## src/hw/rtl/alx_pkg.sv

```systemverilog
// ----------------------------------------------------------------------------
// Assembly line lexer package
// Shared constants, character classes and the result item type.
// ----------------------------------------------------------------------------
package alx_pkg;

  // Default line length and the width of the column fields of a result.
  localparam int LINE_LENGTH_DEF = 512;
  localparam int COL_OUT_W       = 9;

  // Result queue geometry.
  localparam int FIFO_DEPTH = 4;
  localparam int FIFO_PTR_W = 2;
  localparam int FIFO_CNT_W = 3;

  // Lexer modes.
  localparam logic [2:0] MODE_IDLE    = 3'd0;
  localparam logic [2:0] MODE_NAME    = 3'd1;
  localparam logic [2:0] MODE_PREFIX  = 3'd2;
  localparam logic [2:0] MODE_MINUS   = 3'd3;
  localparam logic [2:0] MODE_DIGITS  = 3'd4;
  localparam logic [2:0] MODE_STRING  = 3'd5;
  localparam logic [2:0] MODE_STR_BS  = 3'd6;
  localparam logic [2:0] MODE_COMMENT = 3'd7;

  // Token kinds.
  localparam logic [3:0] KIND_BADINT = 4'd0;
  localparam logic [3:0] KIND_COLON  = 4'd1;
  localparam logic [3:0] KIND_COMMA  = 4'd2;
  localparam logic [3:0] KIND_NAME   = 4'd3;
  localparam logic [3:0] KIND_INT    = 4'd4;
  localparam logic [3:0] KIND_STRING = 4'd5;
  localparam logic [3:0] KIND_EOL    = 4'd6;
  localparam logic [3:0] KIND_STRAY  = 4'd7;
  localparam logic [3:0] KIND_UNTERM = 4'd8;

  // Characters with a meaning of their own.
  localparam logic [7:0] CH_NUL    = 8'h00;
  localparam logic [7:0] CH_SPACE  = 8'h20;
  localparam logic [7:0] CH_TAB    = 8'h09;
  localparam logic [7:0] CH_CR     = 8'h0D;
  localparam logic [7:0] CH_SEMI   = 8'h3B;
  localparam logic [7:0] CH_COLON  = 8'h3A;
  localparam logic [7:0] CH_COMMA  = 8'h2C;
  localparam logic [7:0] CH_DOLLAR = 8'h24;
  localparam logic [7:0] CH_HASH   = 8'h23;
  localparam logic [7:0] CH_QUOTE  = 8'h22;
  localparam logic [7:0] CH_UNDER  = 8'h5F;
  localparam logic [7:0] CH_DOT    = 8'h2E;
  localparam logic [7:0] CH_MINUS  = 8'h2D;
  localparam logic [7:0] CH_BSLASH = 8'h5C;

  typedef struct packed {
    logic [3:0]           kind;
    logic [COL_OUT_W-1:0] start_col;
    logic [COL_OUT_W-1:0] end_col;
    logic                 is_hex;
    logic [7:0]           stray_char;
    logic                 last;
  } res_t;

  function automatic logic is_alpha(input logic [7:0] c);
    is_alpha = (c >= 8'h61 && c <= 8'h7A) || (c >= 8'h41 && c <= 8'h5A);
  endfunction

  function automatic logic is_dec(input logic [7:0] c);
    is_dec = (c >= 8'h30 && c <= 8'h39);
  endfunction

  function automatic logic is_hex_letter(input logic [7:0] c);
    is_hex_letter = (c >= 8'h61 && c <= 8'h66) || (c >= 8'h41 && c <= 8'h46);
  endfunction

  function automatic logic is_blank(input logic [7:0] c);
    is_blank = (c == CH_SPACE) || (c >= CH_TAB && c <= CH_CR);
  endfunction

endpackage

```

## src/hw/rtl/alx_step.sv

```systemverilog
// ----------------------------------------------------------------------------
// Lexer step
// Holds the lexer state and turns one character into up to two results.
// ----------------------------------------------------------------------------
module alx_step #(
  parameter int LINE_LENGTH = alx_pkg::LINE_LENGTH_DEF
) (
  input  logic          clk,
  input  logic          rst_n,
  input  logic          step_en,
  input  logic [7:0]    ch,
  output alx_pkg::res_t res0,
  output alx_pkg::res_t res1,
  output logic [1:0]    res_n
);

  localparam int COL_W = $clog2(LINE_LENGTH);
  localparam int OW    = alx_pkg::COL_OUT_W;
  localparam logic [COL_W-1:0] COL_MAX = COL_W'(LINE_LENGTH - 1);

  logic [2:0]       mode_r, mode_nxt;
  logic [COL_W-1:0] column_r, column_nxt;
  logic [COL_W-1:0] token_start_r, token_start_nxt;
  logic             radix_hex_r, radix_hex_nxt;

  logic [COL_W-1:0] col_bump;
  logic [OW-1:0]    col9, bump9, ts9;
  logic             radix_digit;

  // Restart from idle.
  logic [2:0]       st_mode;
  logic             st_ts_load, st_radix_load, st_radix_val, st_emit;
  alx_pkg::res_t    st_res;

  // Token closed by the current mode.
  logic             use_start, p_emit;
  alx_pkg::res_t    p_res;

  assign col_bump    = (column_r >= COL_MAX) ? COL_MAX : column_r + 1'b1;
  assign col9        = OW'(column_r);
  assign bump9       = OW'(col_bump);
  assign ts9         = OW'(token_start_r);
  assign radix_digit = alx_pkg::is_dec(ch) || (radix_hex_r && alx_pkg::is_hex_letter(ch));

  always_comb begin
    st_mode       = alx_pkg::MODE_IDLE;
    st_ts_load    = 1'b0;
    st_radix_load = 1'b0;
    st_radix_val  = 1'b0;
    st_emit       = 1'b0;
    st_res        = '0;
    if (ch == alx_pkg::CH_NUL) begin
      st_emit          = 1'b1;
      st_res.kind      = alx_pkg::KIND_EOL;
      st_res.start_col = col9;
      st_res.end_col   = col9;
    end else if (alx_pkg::is_blank(ch)) begin
      st_emit = 1'b0;
    end else if (ch == alx_pkg::CH_SEMI) begin
      st_mode    = alx_pkg::MODE_COMMENT;
      st_ts_load = 1'b1;
    end else if (ch == alx_pkg::CH_COLON || ch == alx_pkg::CH_COMMA) begin
      st_emit          = 1'b1;
      st_res.kind      = (ch == alx_pkg::CH_COLON) ? alx_pkg::KIND_COLON
                                                   : alx_pkg::KIND_COMMA;
      st_res.start_col = col9;
      st_res.end_col   = bump9;
    end else if (ch == alx_pkg::CH_DOLLAR || ch == alx_pkg::CH_HASH) begin
      st_mode       = alx_pkg::MODE_PREFIX;
      st_ts_load    = 1'b1;
      st_radix_load = 1'b1;
      st_radix_val  = (ch == alx_pkg::CH_DOLLAR);
    end else if (ch == alx_pkg::CH_QUOTE) begin
      st_mode    = alx_pkg::MODE_STRING;
      st_ts_load = 1'b1;
    end else if (alx_pkg::is_alpha(ch) || ch == alx_pkg::CH_UNDER || ch == alx_pkg::CH_DOT) begin
      st_mode    = alx_pkg::MODE_NAME;
      st_ts_load = 1'b1;
    end else begin
      st_emit           = 1'b1;
      st_res.kind       = alx_pkg::KIND_STRAY;
      st_res.start_col  = col9;
      st_res.end_col    = bump9;
      st_res.stray_char = ch;
    end
  end

  always_comb begin
    mode_nxt        = mode_r;
    token_start_nxt = token_start_r;
    radix_hex_nxt   = radix_hex_r;
    use_start       = 1'b0;
    p_emit          = 1'b0;
    p_res           = '0;
    p_res.start_col = ts9;
    p_res.end_col   = col9;

    unique case (mode_r) inside
      alx_pkg::MODE_IDLE: begin
        use_start = 1'b1;
      end
      alx_pkg::MODE_NAME: begin
        if (!(alx_pkg::is_alpha(ch) || alx_pkg::is_dec(ch) || ch == alx_pkg::CH_UNDER)) begin
          p_emit     = 1'b1;
          p_res.kind = alx_pkg::KIND_NAME;
          use_start  = 1'b1;
        end
      end
      alx_pkg::MODE_PREFIX, alx_pkg::MODE_MINUS: begin
        if (mode_r == alx_pkg::MODE_PREFIX && ch == alx_pkg::CH_MINUS) begin
          mode_nxt = alx_pkg::MODE_MINUS;
        end else if (radix_digit) begin
          mode_nxt = alx_pkg::MODE_DIGITS;
        end else begin
          p_emit       = 1'b1;
          p_res.kind   = alx_pkg::KIND_BADINT;
          p_res.is_hex = radix_hex_r;
          use_start    = 1'b1;
        end
      end
      alx_pkg::MODE_DIGITS: begin
        if (!radix_digit) begin
          p_emit       = 1'b1;
          p_res.kind   = alx_pkg::KIND_INT;
          p_res.is_hex = radix_hex_r;
          use_start    = 1'b1;
        end
      end
      alx_pkg::MODE_STRING, alx_pkg::MODE_STR_BS: begin
        if (ch == alx_pkg::CH_NUL) begin
          p_emit     = 1'b1;
          p_res.kind = alx_pkg::KIND_UNTERM;
          use_start  = 1'b1;
        end else if (ch == alx_pkg::CH_BSLASH) begin
          mode_nxt = alx_pkg::MODE_STR_BS;
        end else if (ch == alx_pkg::CH_QUOTE && mode_r == alx_pkg::MODE_STRING) begin
          p_emit        = 1'b1;
          p_res.kind    = alx_pkg::KIND_STRING;
          p_res.end_col = bump9;
          mode_nxt      = alx_pkg::MODE_IDLE;
        end else begin
          mode_nxt = alx_pkg::MODE_STRING;
        end
      end
      default: begin
        // Comment: runs to the end of the line.
        if (ch == alx_pkg::CH_NUL) begin
          p_emit     = 1'b1;
          p_res.kind = alx_pkg::KIND_EOL;
          mode_nxt   = alx_pkg::MODE_IDLE;
        end
      end
    endcase

    if (use_start) begin
      mode_nxt = st_mode;
      if (st_ts_load) begin
        token_start_nxt = column_r;
      end
      if (st_radix_load) begin
        radix_hex_nxt = st_radix_val;
      end
    end

    if (ch == alx_pkg::CH_NUL) begin
      mode_nxt        = alx_pkg::MODE_IDLE;
      column_nxt      = '0;
      token_start_nxt = '0;
      radix_hex_nxt   = 1'b0;
    end else begin
      column_nxt = col_bump;
    end
  end

  // Pack the emitted tokens into the two result slots.
  always_comb begin
    res0  = p_res;
    res1  = st_res;
    res_n = 2'd0;
    if (p_emit && use_start && st_emit) begin
      res_n = 2'd2;
    end else if (p_emit) begin
      res_n = 2'd1;
    end else if (use_start && st_emit) begin
      res0  = st_res;
      res_n = 2'd1;
    end
    res0.last = (res_n == 2'd1);
    res1.last = 1'b1;
  end

  always_ff @(posedge clk) begin
    if (!rst_n) begin
      mode_r        <= alx_pkg::MODE_IDLE;
      column_r      <= '0;
      token_start_r <= '0;
      radix_hex_r   <= 1'b0;
    end else if (step_en) begin
      mode_r        <= mode_nxt;
      column_r      <= column_nxt;
      token_start_r <= token_start_nxt;
      radix_hex_r   <= radix_hex_nxt;
    end
  end

endmodule

```

## src/hw/rtl/alx_fifo.sv

```systemverilog
// ----------------------------------------------------------------------------
// Result queue
// Small queue that takes up to two results per cycle and gives one.
// ----------------------------------------------------------------------------
module alx_fifo (
  input  logic          clk,
  input  logic          rst_n,
  input  logic [1:0]    push_n,
  input  alx_pkg::res_t push0,
  input  alx_pkg::res_t push1,
  input  logic          pop,
  output alx_pkg::res_t head,
  output logic          not_empty,
  output logic          room2
);

  localparam int PW = alx_pkg::FIFO_PTR_W;
  localparam int CW = alx_pkg::FIFO_CNT_W;

  alx_pkg::res_t   mem_r [alx_pkg::FIFO_DEPTH];
  logic [PW-1:0]   wr_ptr_r, wr_ptr_nxt;
  logic [PW-1:0]   rd_ptr_r, rd_ptr_nxt;
  logic [CW-1:0]   count_r, count_nxt;
  logic [PW-1:0]   wr_ptr_p1;

  assign wr_ptr_p1 = wr_ptr_r + 1'b1;
  assign head      = mem_r[rd_ptr_r];
  assign not_empty = (count_r != '0);
  assign room2     = (count_r <= CW'(alx_pkg::FIFO_DEPTH - 2));

  always_comb begin
    wr_ptr_nxt = wr_ptr_r + PW'(push_n);
    rd_ptr_nxt = rd_ptr_r + PW'(pop);
    count_nxt  = count_r + CW'(push_n) - CW'(pop);
  end

  always_ff @(posedge clk) begin
    if (push_n != 2'd0) begin
      mem_r[wr_ptr_r] <= push0;
    end
    if (push_n == 2'd2) begin
      mem_r[wr_ptr_p1] <= push1;
    end
  end

  always_ff @(posedge clk) begin
    if (!rst_n) begin
      wr_ptr_r <= '0;
      rd_ptr_r <= '0;
      count_r  <= '0;
    end else begin
      wr_ptr_r <= wr_ptr_nxt;
      rd_ptr_r <= rd_ptr_nxt;
      count_r  <= count_nxt;
    end
  end

endmodule

```

## src/hw/rtl/assembly_line_lexer_core.sv

```systemverilog
// ----------------------------------------------------------------------------
// Assembly line lexer core
// Lexes one character of an assembly source line per clock into tokens while in_stall is low.
// ----------------------------------------------------------------------------
// The input channel (in_valid, in_stall, in_ch) carries one source byte per
// item; a zero byte ends the line. The result channel (out_valid, out_stall
// and the out_ fields) carries one token or error report per item. A byte
// that closes a pending token may also open or complete another one, so a
// single input item can cause zero, one or two result items; out_last marks
// the last result caused by a given input byte.
// The byte is registered at acceptance, then lexed and written into a
// four-entry result queue, whose head drives the output ports. Throughput
// is one input item per clock as long as the queue holds at most two
// results; the output side drains one result per clock while out_stall is
// low, so lines that produce two results for one byte briefly fill it.
// When the receiver stalls, the queue fills and in_stall rises; no result
// is lost or repeated. A synchronous reset (rst_n low) empties the queue,
// drops the held byte and returns the lexer to idle at column zero.
// ----------------------------------------------------------------------------
module assembly_line_lexer_core #(
  parameter int LINE_LENGTH = alx_pkg::LINE_LENGTH_DEF
) (
  input  logic                           clk,
  input  logic                           rst_n,
  input  logic                           in_valid,
  output logic                           in_stall,
  input  logic [7:0]                     in_ch,
  output logic                           out_valid,
  input  logic                           out_stall,
  output logic [3:0]                     out_kind,
  output logic [alx_pkg::COL_OUT_W-1:0]  out_start_column,
  output logic [alx_pkg::COL_OUT_W-1:0]  out_end_column,
  output logic                           out_is_hex,
  output logic [7:0]                     out_stray_char,
  output logic                           out_last
);

  // Input register: holds one byte until the queue has room for the
  // worst case of two results.
  logic          hold_valid_r, hold_valid_nxt;
  logic [7:0]    hold_ch_r;
  logic          in_accept, advance, room2, not_empty, pop;
  logic [1:0]    res_n;
  alx_pkg::res_t res0, res1, head;

  assign advance   = hold_valid_r && room2;
  assign in_stall  = hold_valid_r && !room2;
  assign in_accept = in_valid && !in_stall;
  assign pop       = not_empty && !out_stall;

  always_comb begin
    hold_valid_nxt = hold_valid_r;
    if (in_accept) begin
      hold_valid_nxt = 1'b1;
    end else if (advance) begin
      hold_valid_nxt = 1'b0;
    end
  end

  always_ff @(posedge clk) begin
    if (!rst_n) begin
      hold_valid_r <= 1'b0;
    end else begin
      hold_valid_r <= hold_valid_nxt;
    end
  end

  always_ff @(posedge clk) begin
    if (in_accept) begin
      hold_ch_r <= in_ch;
    end
  end

  // The lexer state only moves when the held byte is actually consumed.
  alx_step #(
    .LINE_LENGTH(LINE_LENGTH)
  ) u_step (
    .clk     (clk),
    .rst_n   (rst_n),
    .step_en (advance),
    .ch      (hold_ch_r),
    .res0    (res0),
    .res1    (res1),
    .res_n   (res_n)
  );

  alx_fifo u_fifo (
    .clk       (clk),
    .rst_n     (rst_n),
    .push_n    (advance ? res_n : 2'd0),
    .push0     (res0),
    .push1     (res1),
    .pop       (pop),
    .head      (head),
    .not_empty (not_empty),
    .room2     (room2)
  );

  assign out_valid        = not_empty;
  assign out_kind         = head.kind;
  assign out_start_column = head.start_col;
  assign out_end_column   = head.end_col;
  assign out_is_hex       = head.is_hex;
  assign out_stray_char   = head.stray_char;
  assign out_last         = head.last;

endmodule
```

## config.mk

```make
export PLATFORM = sky130hd
export DESIGN_NAME = assembly_line_lexer_core
export DESIGN_NICKNAME = d
export VERILOG_FILES = /design/src/hw/rtl/alx_pkg.sv /design/src/hw/rtl/alx_step.sv /design/src/hw/rtl/alx_fifo.sv /design/src/hw/rtl/assembly_line_lexer_core.sv
export SDC_FILE = /design/constraint.sdc
export NUM_CORES = 1
export LEC_CHECK = 0
export BUFFER_PORTS_ARGS = -buffer_cell sky130_fd_sc_hd__buf_2
export CAP_MARGIN = 5
export CORE_ASPECT_RATIO = 1.4
export CORE_MARGIN = 3
export CORE_UTILIZATION = 40
export DETAILED_ROUTE_END_ITERATION = 16
export PLACE_DENSITY = 0.63
export SYNTH_ARGS = -nofsm -noshare
export SYNTH_HDL_FRONTEND = slang
export SYNTH_SLANG_ARGS = --single-unit
```

## constraint.sdc

```tcl
create_clock -name clk -period 4.9 [get_ports clk]
set_input_delay 0.98 -clock clk [delete_from_list [all_inputs] [get_ports clk]]
set_output_delay 0.98 -clock clk [all_outputs]
set_load 0.005 [all_outputs]
```

==> key figures, run 1 <==
Drt
  – Routed wire length: 22,730 um
  – # DRC: 0
  – DRT antenna net count: 0
  – Vias per inst: 6.193
  – Router iterations before antenna repair: 5
  – Initial DRC Count: roughly 870
  – Via Count: 6,422
  – Avg WL per Cell: about 22 um

Yosys
  – Area fraction of the dominant cell type after synthesis: 43.04%
  – Number of synthesized flops with an enable pin: 124
  – Synth area leaders: edfxtp_1 (43%), dfxtp_1 (9.7%), mux4_2 (8.3%)
  – Largest family of logic cells by synthesized area: compound AO/OA/AOI/OAI gates
  – Yosys top cell by area: edfxtp_1
  – Mapped Cells: 744
  – Sequential element share of the synthesized area: between 50% and 60%
  – Ys flop type: edfxtp_1
  – Simple-gate share of the synthesized area: 14.53%
  – Post-synth net total: about 760
  – Synth unique cells: a little over 80
  – Post-synth ARST share: 0%
  – Yosys Warn Count: 0
  – Post-synthesis register bit count: 166
  – Post-synthesis mux area share: 9.964%
  – Post-Synth XOR/XNOR Area: 0.6074%
  – Post-Syn Area: 8652 sq um
  – Adder-cell share of the synthesized area: 0.9544%
  – Post-synthesis area per instance: 11.63 sq um
  – Synth Area in Compound Gates: 17.93%

STA
  – Final hold vios: 0
  – Setup TNS: 0 ns
  – Slew headroom: between 30% and 40%
  – Fin crit period: 4.142 ns
  – Max Slew Vio Count: 0
  – Slack of the critical path: approximately 0.76 ns
  – Worst hold slack: between 0.4 and 0.5 ns
  – RSZ-0062 raised after global routing: no
  – Actual slew at the worst max-slew pin: 1.004 ns
  – Clock Skew: 0.01066 ns
  – Final setup fails: 0
  – Max Clk Rate: 0.2414 GHz
  – Final period util: 84.53%

Placement
  – Post-place setup slack: roughly 0.83 ns
  – Cells after DPL: 1,005
  – GPL Wtd Cong: 0.8979
  – HPWL after DPL: between 15,000 and 20,000 um
  – Port Buffers: 45

Critical path
  – FF-to-FF Start: hold_ch_r[0]$_DFFE_PP_
  – Flop-to-flop setup slack: approximately 0.76 ns
  – WS Path Type: reg2reg
  – Worst setup EP type: flop
  – Worst EP required: 5.22 ns
  – Worst R2R End: u_fifo.count_r[2]$_SDFF_PN0_
  – CP Launch Type: flop
  – CP Max Fanout: 18
  – Worst Reg-to-Reg Cells: 14
  – CP arrival: 4.46 ns

Floorplan
  – Die ar.: 23,460 sq um
  – Rows: 63
  – Die height: about 180 um
  – I/O pin count: 46
  – Die Wd: roughly 130 um
  – Placeable core region: 21,200 sq um
  – Starting density of the core: 40.80%

CTS
  – Clock sink count: 166
  – TritonCTS clock tree: yes
  – # Post-CTS Setup Buffers: 0
  – CTS hold repair buffers: 0
  – Post-cts sizing count: 0
  – Clk buf depth: 2
  – Clk root buf: clkbuf_16
  – Clk pin slew, worst setup/hold paths: 0.07 ns
  – H-tree Lvls: 4
  – TritonCTS Buffers: 17
  – Later-pin clock latency in the skew report: 0.44 ns

Job
  – Number of max-cap violations: 0

GRT
  – Vias in the first global route: between 6,000 and 7,000
  – Largest net degree at the start of global routing: 34
  – GRT Residual Overflow: 0
  – First-pass GRT wire length: 36,190 um
  – Antenna violations before repair: 0
  – Total GRT Usage: 20.04%

Final layout
  – Finished Layout Cells: between 1,000 and 1,500
  – Ant diodes: 0
  – Fin nets: slightly below 800
  – Fill cell total of the finished layout: between 1,500 and 2,000
  – Commonest non-fill, non-tap cell in the layout: edfxtp_1
  – Final Util: a little under half
  – P&R area growth vs syn: 11.28%
  – Layout cells sized above 1: 18.92%
  – Most frequent cells in the layout: edfxtp_1 (124), nor2_1 (79), o22ai_1 (51)

Outcome
  – Run status: complete, no violations

Power
  – Pleak: 3.291 nW
  – Power per cell area: 426.2 nW/um^2
  – Max VDD drop: ~270 uV

Min path
  – Worst hold path class: reg2reg
  – Hold endpoint: u_fifo.mem_r[0][0]$_SDFFE_PP1P_
  – Hold path startpoint: u_fifo.mem_r[0][0]$_SDFFE_PP1P_
  – Hold depth: 1
flip-flops by register name, indices dropped and copies added, names as in the netlist:
name                  count
u_fifo.wr_ptr_r           2
u_step.radix_hex_r        1
u_step.mode_r             3
u_fifo.mem_r            128
hold_valid_r              1
u_step.col9               9
hold_ch_r                 8
u_fifo.count_r            3
u_fifo.rd_ptr_r           2
u_step.token_start_r      9
per-layer routing:
metal	track usage (%)	vias to the layer above	wire length, um
li1	-	2963	-
met1	27.22	3167	9771
met2	31.65	248	11100
met3	3.440	44	1156
met4	8.319	0	705
met5	0	-	0
synthesized netlist by cell type (13+ instances only):
library cell and count:
mux4_2 32, a21oi_1 34, nand2_1 44, nor2_1 79, o22ai_1 51, mux2i_1 13
a22o_1 36, clkbuf_1 39, nor3_1 20, and2_1 14, dfxtp_1 42, edfxtp_1 124
nand4_1 15
metrics by stage:
step                      instance area, sq um  power (mW)
after detailed placement                  9077       2.896
after global routing                      9628       4.313
after floorplan                           8652       2.533
final                                     9628       4.104
after global placement                    9077       2.885
after CTS                                 9628       4.135
cell type report:
class / count / area (sq um) / share of cell area, %
clock inverter: 14 / 121.4 / 1.261
inverter: 5 / 18.77 / 0.1949
tap: 260 / 325.3 / 3.379
multi-input combinational: 511 / 3806 / 39.53
timing repair buffer: 63 / 360.3 / 3.743
sequential: 166 / 4567 / 47.43
clock buffer: 18 / 429.2 / 4.457
critical path, cell delays in order (launching register included):
cell and delay [ns]:
edfxtp_1 0.61, nor4_1 0.40, and2_1 0.65, and2_1 0.45, o41a_1 0.22, buf_4 0.24
nor3_2 0.11, o21ai_1 0.25, xnor2_1 0.15, ha_1 0.16, inv_1 0.04, fa_1 0.37
xnor2_1 0.18, xnor2_1 0.15, nor2_1 0.05
kinds of logic after synthesis:
logic type	Yosys count
and+or+nand+nor	248
AOI/OAI and AO/OA	205
DFF	166
buffers and inverters	67
muxes	46
xor gates and xnor gates	6
adders and majority gates	6
report_power, final:
| group | total (mW) | switching, mW | internal (mW) | leakage (nW) |
|---|---|---|---|---|
| clock | 1.25 | 0.584 | 0.662 | 0.259 |
| combinational | 1.06 | 0.588 | 0.476 | 1.52 |
| sequential | 1.79 | 0.136 | 1.66 | 1.51 |
how the worst max path moves through the flow:
stage                      startpoint                      endpoint  cells past startpoint
3_3_place_gp   hold_ch_r[0]$_DFFE_PP_  u_fifo.count_r[2]$_SDFF_PN0_                     14
4_1_cts        hold_ch_r[0]$_DFFE_PP_  u_fifo.count_r[2]$_SDFF_PN0_                     14
2_1_floorplan  hold_ch_r[6]$_DFFE_PP_  u_fifo.count_r[2]$_SDFF_PN0_                     14
3_5_place_dp   hold_ch_r[0]$_DFFE_PP_  u_fifo.count_r[2]$_SDFF_PN0_                     14
6_report       hold_ch_r[0]$_DFFE_PP_  u_fifo.count_r[2]$_SDFF_PN0_                     14
5_1_grt        hold_ch_r[0]$_DFFE_PP_  u_fifo.count_r[2]$_SDFF_PN0_                     13
(Power assumes the default switching activity.)
==> run 2, diff against run 1 <==
clock period = 4.35 ns   (was 4.9 ns; I/O delays follow)
==> key figures, run 2 (synthesis gave the netlist of run 1 again) <==
GRT
  – First-pass GRT wire length: between 30,000 and 40,000 um
  – GRT Residual Overflow: 0
  – Vias in the first global route: 6,334
  – Antenna violations before repair: 0
  – Largest net degree at the start of global routing: 31
  – Total GRT Usage: 20.00%

Final layout
  – Commonest non-fill, non-tap cell in the layout: edfxtp_1
  – Ant diodes: 0
  – Final Util: 46.07%
  – Design area: 9769 sq um
  – Top reg by flops: u_fifo.mem_r
  – Finished Layout Cells: 1,050
  – P&R area growth vs syn: 12.91%
  – Most frequent cells in the layout: edfxtp_1 (124), nor2_1 (79), o22ai_1 (51)
  – Fill cell total of the finished layout: between 1,500 and 2,000
  – Max reg flops: 128
  – Fin nets: roughly 800
  – Layout cells sized above 1: 20.25%

Drt
  – Router iterations before antenna repair: 5
  – # DRC: 0
  – DRT antenna net count: 0
  – Initial DRC Count: 708
  – Vias per inst: 6.153
  – Routed wire length: ~23,000 um
  – Avg WL per Cell: 21.98 um
  – Via Count: about 6,500

Floorplan
  – Placeable core region: 21,200 sq um
  – Die height: 180.0 um
  – Starting density of the core: about two fifths
  – Die Wd: 130.3 um
  – Rows: 63
  – I/O pin count: 46
  – Die ar.: 23,460 sq um

Power
  – Power per cell area: 488.9 nW/um^2
  – Max VDD drop: roughly 290 uV
  – Pleak: around 3.4 nW

STA
  – Slew headroom: 40.29%
  – Final setup fails: 0
  – Actual slew at the worst max-slew pin: 0.8924 ns
  – Max Clk Rate: approximately 0.26 GHz
  – Setup TNS: 0 ns
  – Final hold vios: 0
  – RSZ-0062 raised after global routing: no
  – Max Slew Vio Count: 0
  – Clock Skew: between 0.015 and 0.02 ns
  – Final period util: 89.13%
  – Fin crit period: 3.877 ns

Placement
  – Port Buffers: 45
  – GPL Wtd Cong: 0.8961
  – Cells after DPL: 1,018
  – DP Area: 9175 sq um
  – HPWL after DPL: 15,630 um

Critical path
  – CP cell instances: nor3_1 > nand2b_1 > a211oi_1 > nand2_1 > nor3_1 > nand2_1 > ha_1 > fa_1 > xnor2_1 > xnor2_1 > nor2_1
  – Crit path largest cell delay: approximately 0.63 ns
  – Worst Reg-to-Reg Cells: 11
  – CP Launch Type: flop
  – Slowest cell on the critical path: edfxtp_1
  – Worst EP required: 4.66 ns
  – CP Max Fanout: 18
  – Cell count along the critical path: 11
  – Buffers and inverters on the worst path: 0
  – CP arrival: ~4.2 ns
  – WS Path Type: reg2reg
  – Worst setup EP type: flop
  – Top delay family on crit path: simple AND/OR/NAND/NOR gates

CTS
  – CTS hold repair buffers: 0
  – TritonCTS Buffers: 17
  – Clock sink count: 166
  – # Post-CTS Setup Buffers: 0
  – TritonCTS clock tree: yes
  – H-tree Lvls: 4
  – Clk pin slew, worst setup/hold paths: 0.07 ns
  – Post-cts sizing count: 0
  – Clk buf depth: 2
  – Clk root buf: clkbuf_16
  – Later-pin clock latency in the skew report: 0.43 ns

Job
  – Number of max-cap violations: 0

Min path
  – Hold depth: 1
  – Worst hold path class: reg2reg

Outcome
  – Run status: complete, no violations
-- run 2: cell count changes in the layout (fill, tap and decap cells not counted) --
cell / delta
buf_4: +13
clkinv_4: -4
clkinv_8: +2
inv_6: +2
bufinv_16: +1
clkinv_2: -1
clkinvlp_4: -1
inv_8: +1
-- run 2: path summary, 6_finish.rpt --
kind                                   start                         endpoint  slack (ns)
max reg2reg           hold_ch_r[0]$_DFFE_PP_     u_fifo.count_r[2]$_SDFF_PN0_        0.47
min reg2reg  u_fifo.mem_r[0][0]$_SDFFE_PP1P_  u_fifo.mem_r[0][0]$_SDFFE_PP1P_        0.47
max                   hold_ch_r[0]$_DFFE_PP_     u_fifo.count_r[2]$_SDFF_PN0_        0.47
min          u_fifo.mem_r[0][0]$_SDFFE_PP1P_  u_fifo.mem_r[0][0]$_SDFFE_PP1P_        0.47
-- run 2: area by class of cell --
cell class	count	area, sq um	area share, %
Tap cell	260	325.3	3.330
Clock buffer	18	429.2	4.393
Clock inverter	14	165.2	1.691
Multi-Input combinational cell	511	3806	38.96
Timing Repair Buffer	76	457.9	4.687
Inverter	5	18.77	0.1921
Sequential cell	166	4567	46.75
-- run 2: routing by layer --
metal / global-route usage [%] / part of all wire [%]
met4: 6.780 / 2.8
met3: 4.093 / 7.7
met5: 0 / 0
met2: 32.70 / 50
met1: 26.40 / 40
-- run 2: per-stage QoR --
stage          hold WS (ns)  worst slack [ns]  power [mW]
6_report             0.4723            0.4730       4.776
4_1_cts              0.4738            0.5674       4.792
3_5_place_dp         0.4569            0.5736       3.292
2_1_floorplan        0.4354            0.8380       2.853
3_3_place_gp         0.4432            0.7238       3.282
5_1_grt              0.5048            0.1486       4.994
-- run 2: power by group --
| part | switching, mW | internal, mW |
|---|---|---|
| Clock | 0.701 | 0.821 |
| Sequential | 0.143 | 1.87 |
| Combinational | 0.689 | 0.556 |
==> run 3, diff against run 2 <==
ABC_AREA = 1   (was unset)
==> key figures, run 3 <==
GRT
  – GRT Residual Overflow: 0
  – Largest net degree at the start of global routing: 66
  – Vias in the first global route: 8,009
  – First-pass GRT wire length: 41,930 um
  – Total GRT Usage: 21.10%
  – Antenna violations before repair: 0

Final layout
  – Fill cell total of the finished layout: 2,199
  – Layout cells sized above 1: 11.84%
  – Top reg by flops: u_fifo.mem_r
  – Commonest non-fill, non-tap cell in the layout: nand2_1
  – Most frequent cells in the layout: nand2_1 (364), nor2_1 (171), edfxtp_1 (124)
  – Ant diodes: 0
  – P&R area growth vs syn: 11.00%
  – Max reg flops: 128
  – Fin nets: 1,238
  – Finished Layout Cells: 1,534

Placement
  – Port Buffers: 45
  – Cells after DPL: between 1,500 and 2,000
  – GPL Wtd Cong: a little under 0.9
  – HPWL after DPL: between 15,000 and 20,000 um

STA
  – Clock Skew: 0.008876 ns
  – Slew headroom: 28.95%
  – Actual slew at the worst max-slew pin: 1.065 ns
  – Final setup fails: 0
  – Fin crit period: 3.562 ns
  – Worst hold slack: between 0.4 and 0.5 ns
  – Max Slew Vio Count: 0
  – Final period util: about four fifths
  – Final hold vios: 0
  – RSZ-0062 raised after global routing: no
  – Max Clk Rate: 0.2808 GHz
  – Setup TNS: 0 ns

Drt
  – Avg WL per Cell: 16.97 um
  – Initial DRC Count: 628
  – DRT antenna net count: 0
  – # DRC: 0
  – Vias per inst: 5.368
  – Routed wire length: 26,040 um
  – Via Count: 8,234
  – Router iterations before antenna repair: 7

CTS
  – TritonCTS Buffers: 17
  – Clk root buf: clkbuf_16
  – Clock sink count: 166
  – Later-pin clock latency in the skew report: 0.44 ns
  – # Post-CTS Setup Buffers: 0
  – Clk buf depth: 2
  – H-tree Lvls: 4
  – CTS hold repair buffers: 0
  – Clk pin slew, worst setup/hold paths: 0.06 ns
  – TritonCTS clock tree: yes
  – Post-cts sizing count: 0

Yosys
  – Yosys Warn Count: 0
  – Synth area leaders: edfxtp_1 (40%), nand2_1 (15%), dfxtp_1 (9.0%)
  – Adder-cell share of the synthesized area: 0.8873%
  – Simple-gate share of the synthesized area: 27.70%
  – Number of synthesized flops with an enable pin: 124
  – Synth unique cells: 50
  – Sequential element share of the synthesized area: approximately half
  – Post-synthesis register bit count: 166
  – Synth Area in Compound Gates: between 10 and 15%
  – Post-synth net total: between 1,000 and 1,500
  – Synth cell count leaders: nand2_1 (364), nor2_1 (171), edfxtp_1 (124)
  – Post-Syn Area: 9306 sq um
  – Post-synth ARST share: 0%
  – Area fraction of the dominant cell type after synthesis: 40.01%
  – Post-synthesis mux area share: 0%
  – Mapped Cells: 1,197
  – Post-synthesis area per instance: 7.775 sq um
  – Largest family of logic cells by synthesized area: simple AND/OR/NAND/NOR gates
  – Yosys top cell by area: edfxtp_1
  – Post-Synth XOR/XNOR Area: 0.6588%
  – Ys flop type: edfxtp_1
  – Count leader, synth: nand2_1

Floorplan
  – Die Wd: around 130 um
  – Rows: 65
  – Die ar.: 25,160 sq um
  – Starting density of the core: 41.01%
  – Die height: about 190 um
  – I/O pin count: 46
  – Placeable core region: about 23,000 sq um

Min path
  – Worst hold path class: reg2reg

Critical path
  – Cell mode on critical path: nand2_1
  – CP cell instances: nor2_2 > nand2_2 > nor2_8 > inv_2 > nand2_1 > nand2_1 > nand2_1 > nor3_4 > a21oi_4 > nand2_4 > nand2_1 > buf_4
  – CP Launch Type: flop
  – CP arrival: 3.65 ns
  – Crit path largest cell delay: approximately 0.55 ns
  – CP Max Fanout: 29
  – Worst EP required: 4.44 ns
  – WS Path Type: reg2reg
  – Slowest cell on the critical path: a21oi_4
  – Worst setup EP type: flop

Power
  – Combinational power share: 36.1%
  – Int Power: 3.434 mW
  – Power per cell area: approximately 540 nW/um^2
  – Max VDD drop: 423.5 uV
  – Pleak: 4.333 nW
  – Total power: 5.624 mW
  – NetSw: 2.190 mW
  – Clock Power Share: 27.7%
  – Switching share of power: 38.94%
  – Reg power frac: 36.2%

Job
  – Number of max-cap violations: 0

Outcome
  – Run status: complete, no violations
## run 3: cell count changes after synthesis, moves of 27 or more
cell,previous run,this run
nand2_1,44,364
nand3_1,12,39
a22o_1,36,0
inv_1,4,84
mux4_2,32,0
o21ai_0,12,121
nor2_1,79,171
## run 3: cell type report
cell class | count | area, sq um | area share (%)
Clock buffer | 17 | 425.4 | 4.118
Clock inverter | 15 | 177.7 | 1.720
Inverter | 101 | 389.1 | 3.767
Multi-Input combinational cell | 878 | 4088 | 39.57
Sequential cell | 166 | 4566 | 44.20
Tap cell | 301 | 376.6 | 3.646
Timing Repair Buffer | 56 | 307.8 | 2.980
## run 3: power by group through the flow
stage	Sequential [mW]	Clock (mW)	Combinational [mW]
2_1_floorplan	2.05	0	1.42
3_3_place_gp	2.06	0	2.01
3_5_place_dp	2.07	0	2.03
4_1_cts	2.03	1.57	2.03
5_1_grt	2.05	1.66	2.29
6_report	2.04	1.56	2.03
## run 3: cell families after synthesis
kind of cell	after synthesis
XOR/XNOR	7
AND/OR/NAND/NOR	623
adder cells (fa/ha/maj)	6
AO/OA/AOI/OAI	242
buffers and inverters	153
flip-flops	166
## run 3: layer usage
metal  track usage, %  vias to the layer above  share of wire, %
met5                0                        -                 0
met4            9.287                        0               3.1
met3            3.074                       68               6.1
met2            35.68                      311                49
met1            26.67                     3826                42
li1                 -                     4029                 -
## run 3: worst paths after layout
check / end / from / cells after the start / slack, ns
worst min-delay path: u_fifo.mem_r[1][0]$_SDFFE_PP1P_ / u_fifo.mem_r[1][0]$_SDFFE_PP1P_ / 2 / 0.46
worst min register to register: u_fifo.mem_r[1][0]$_SDFFE_PP1P_ / u_fifo.mem_r[1][0]$_SDFFE_PP1P_ / 2 / 0.46
worst max-delay path: u_fifo.mem_r[2][24]$_DFFE_PP_ / hold_ch_r[2]$_DFFE_PP_ / 12 / 0.79
worst max register to register: u_fifo.mem_r[2][24]$_DFFE_PP_ / hold_ch_r[2]$_DFFE_PP_ / 12 / 0.79
## run 3: metrics by stage
stage / worst slack [ns] / utilization [%] / area, sq um
2_1_floorplan: 1.383 / - / 9306
3_3_place_gp: 0.8942 / 42.87 / 9727
3_5_place_dp: 0.8443 / 42.87 / 9727
4_1_cts: 0.8255 / 45.53 / 10330
5_1_grt: 0.3487 / 45.53 / 10330
6_report: 0.7884 / 45.53 / 10330
## run 3: critical path: cells and delay by family, from the launching register on
family,cells,cell delay (ns)
AO/OA/AOI/OAI,1,0.55
buffers and inverters,2,0.62
flip-flops,1,0.49
AND/OR/NAND/NOR,9,1.51
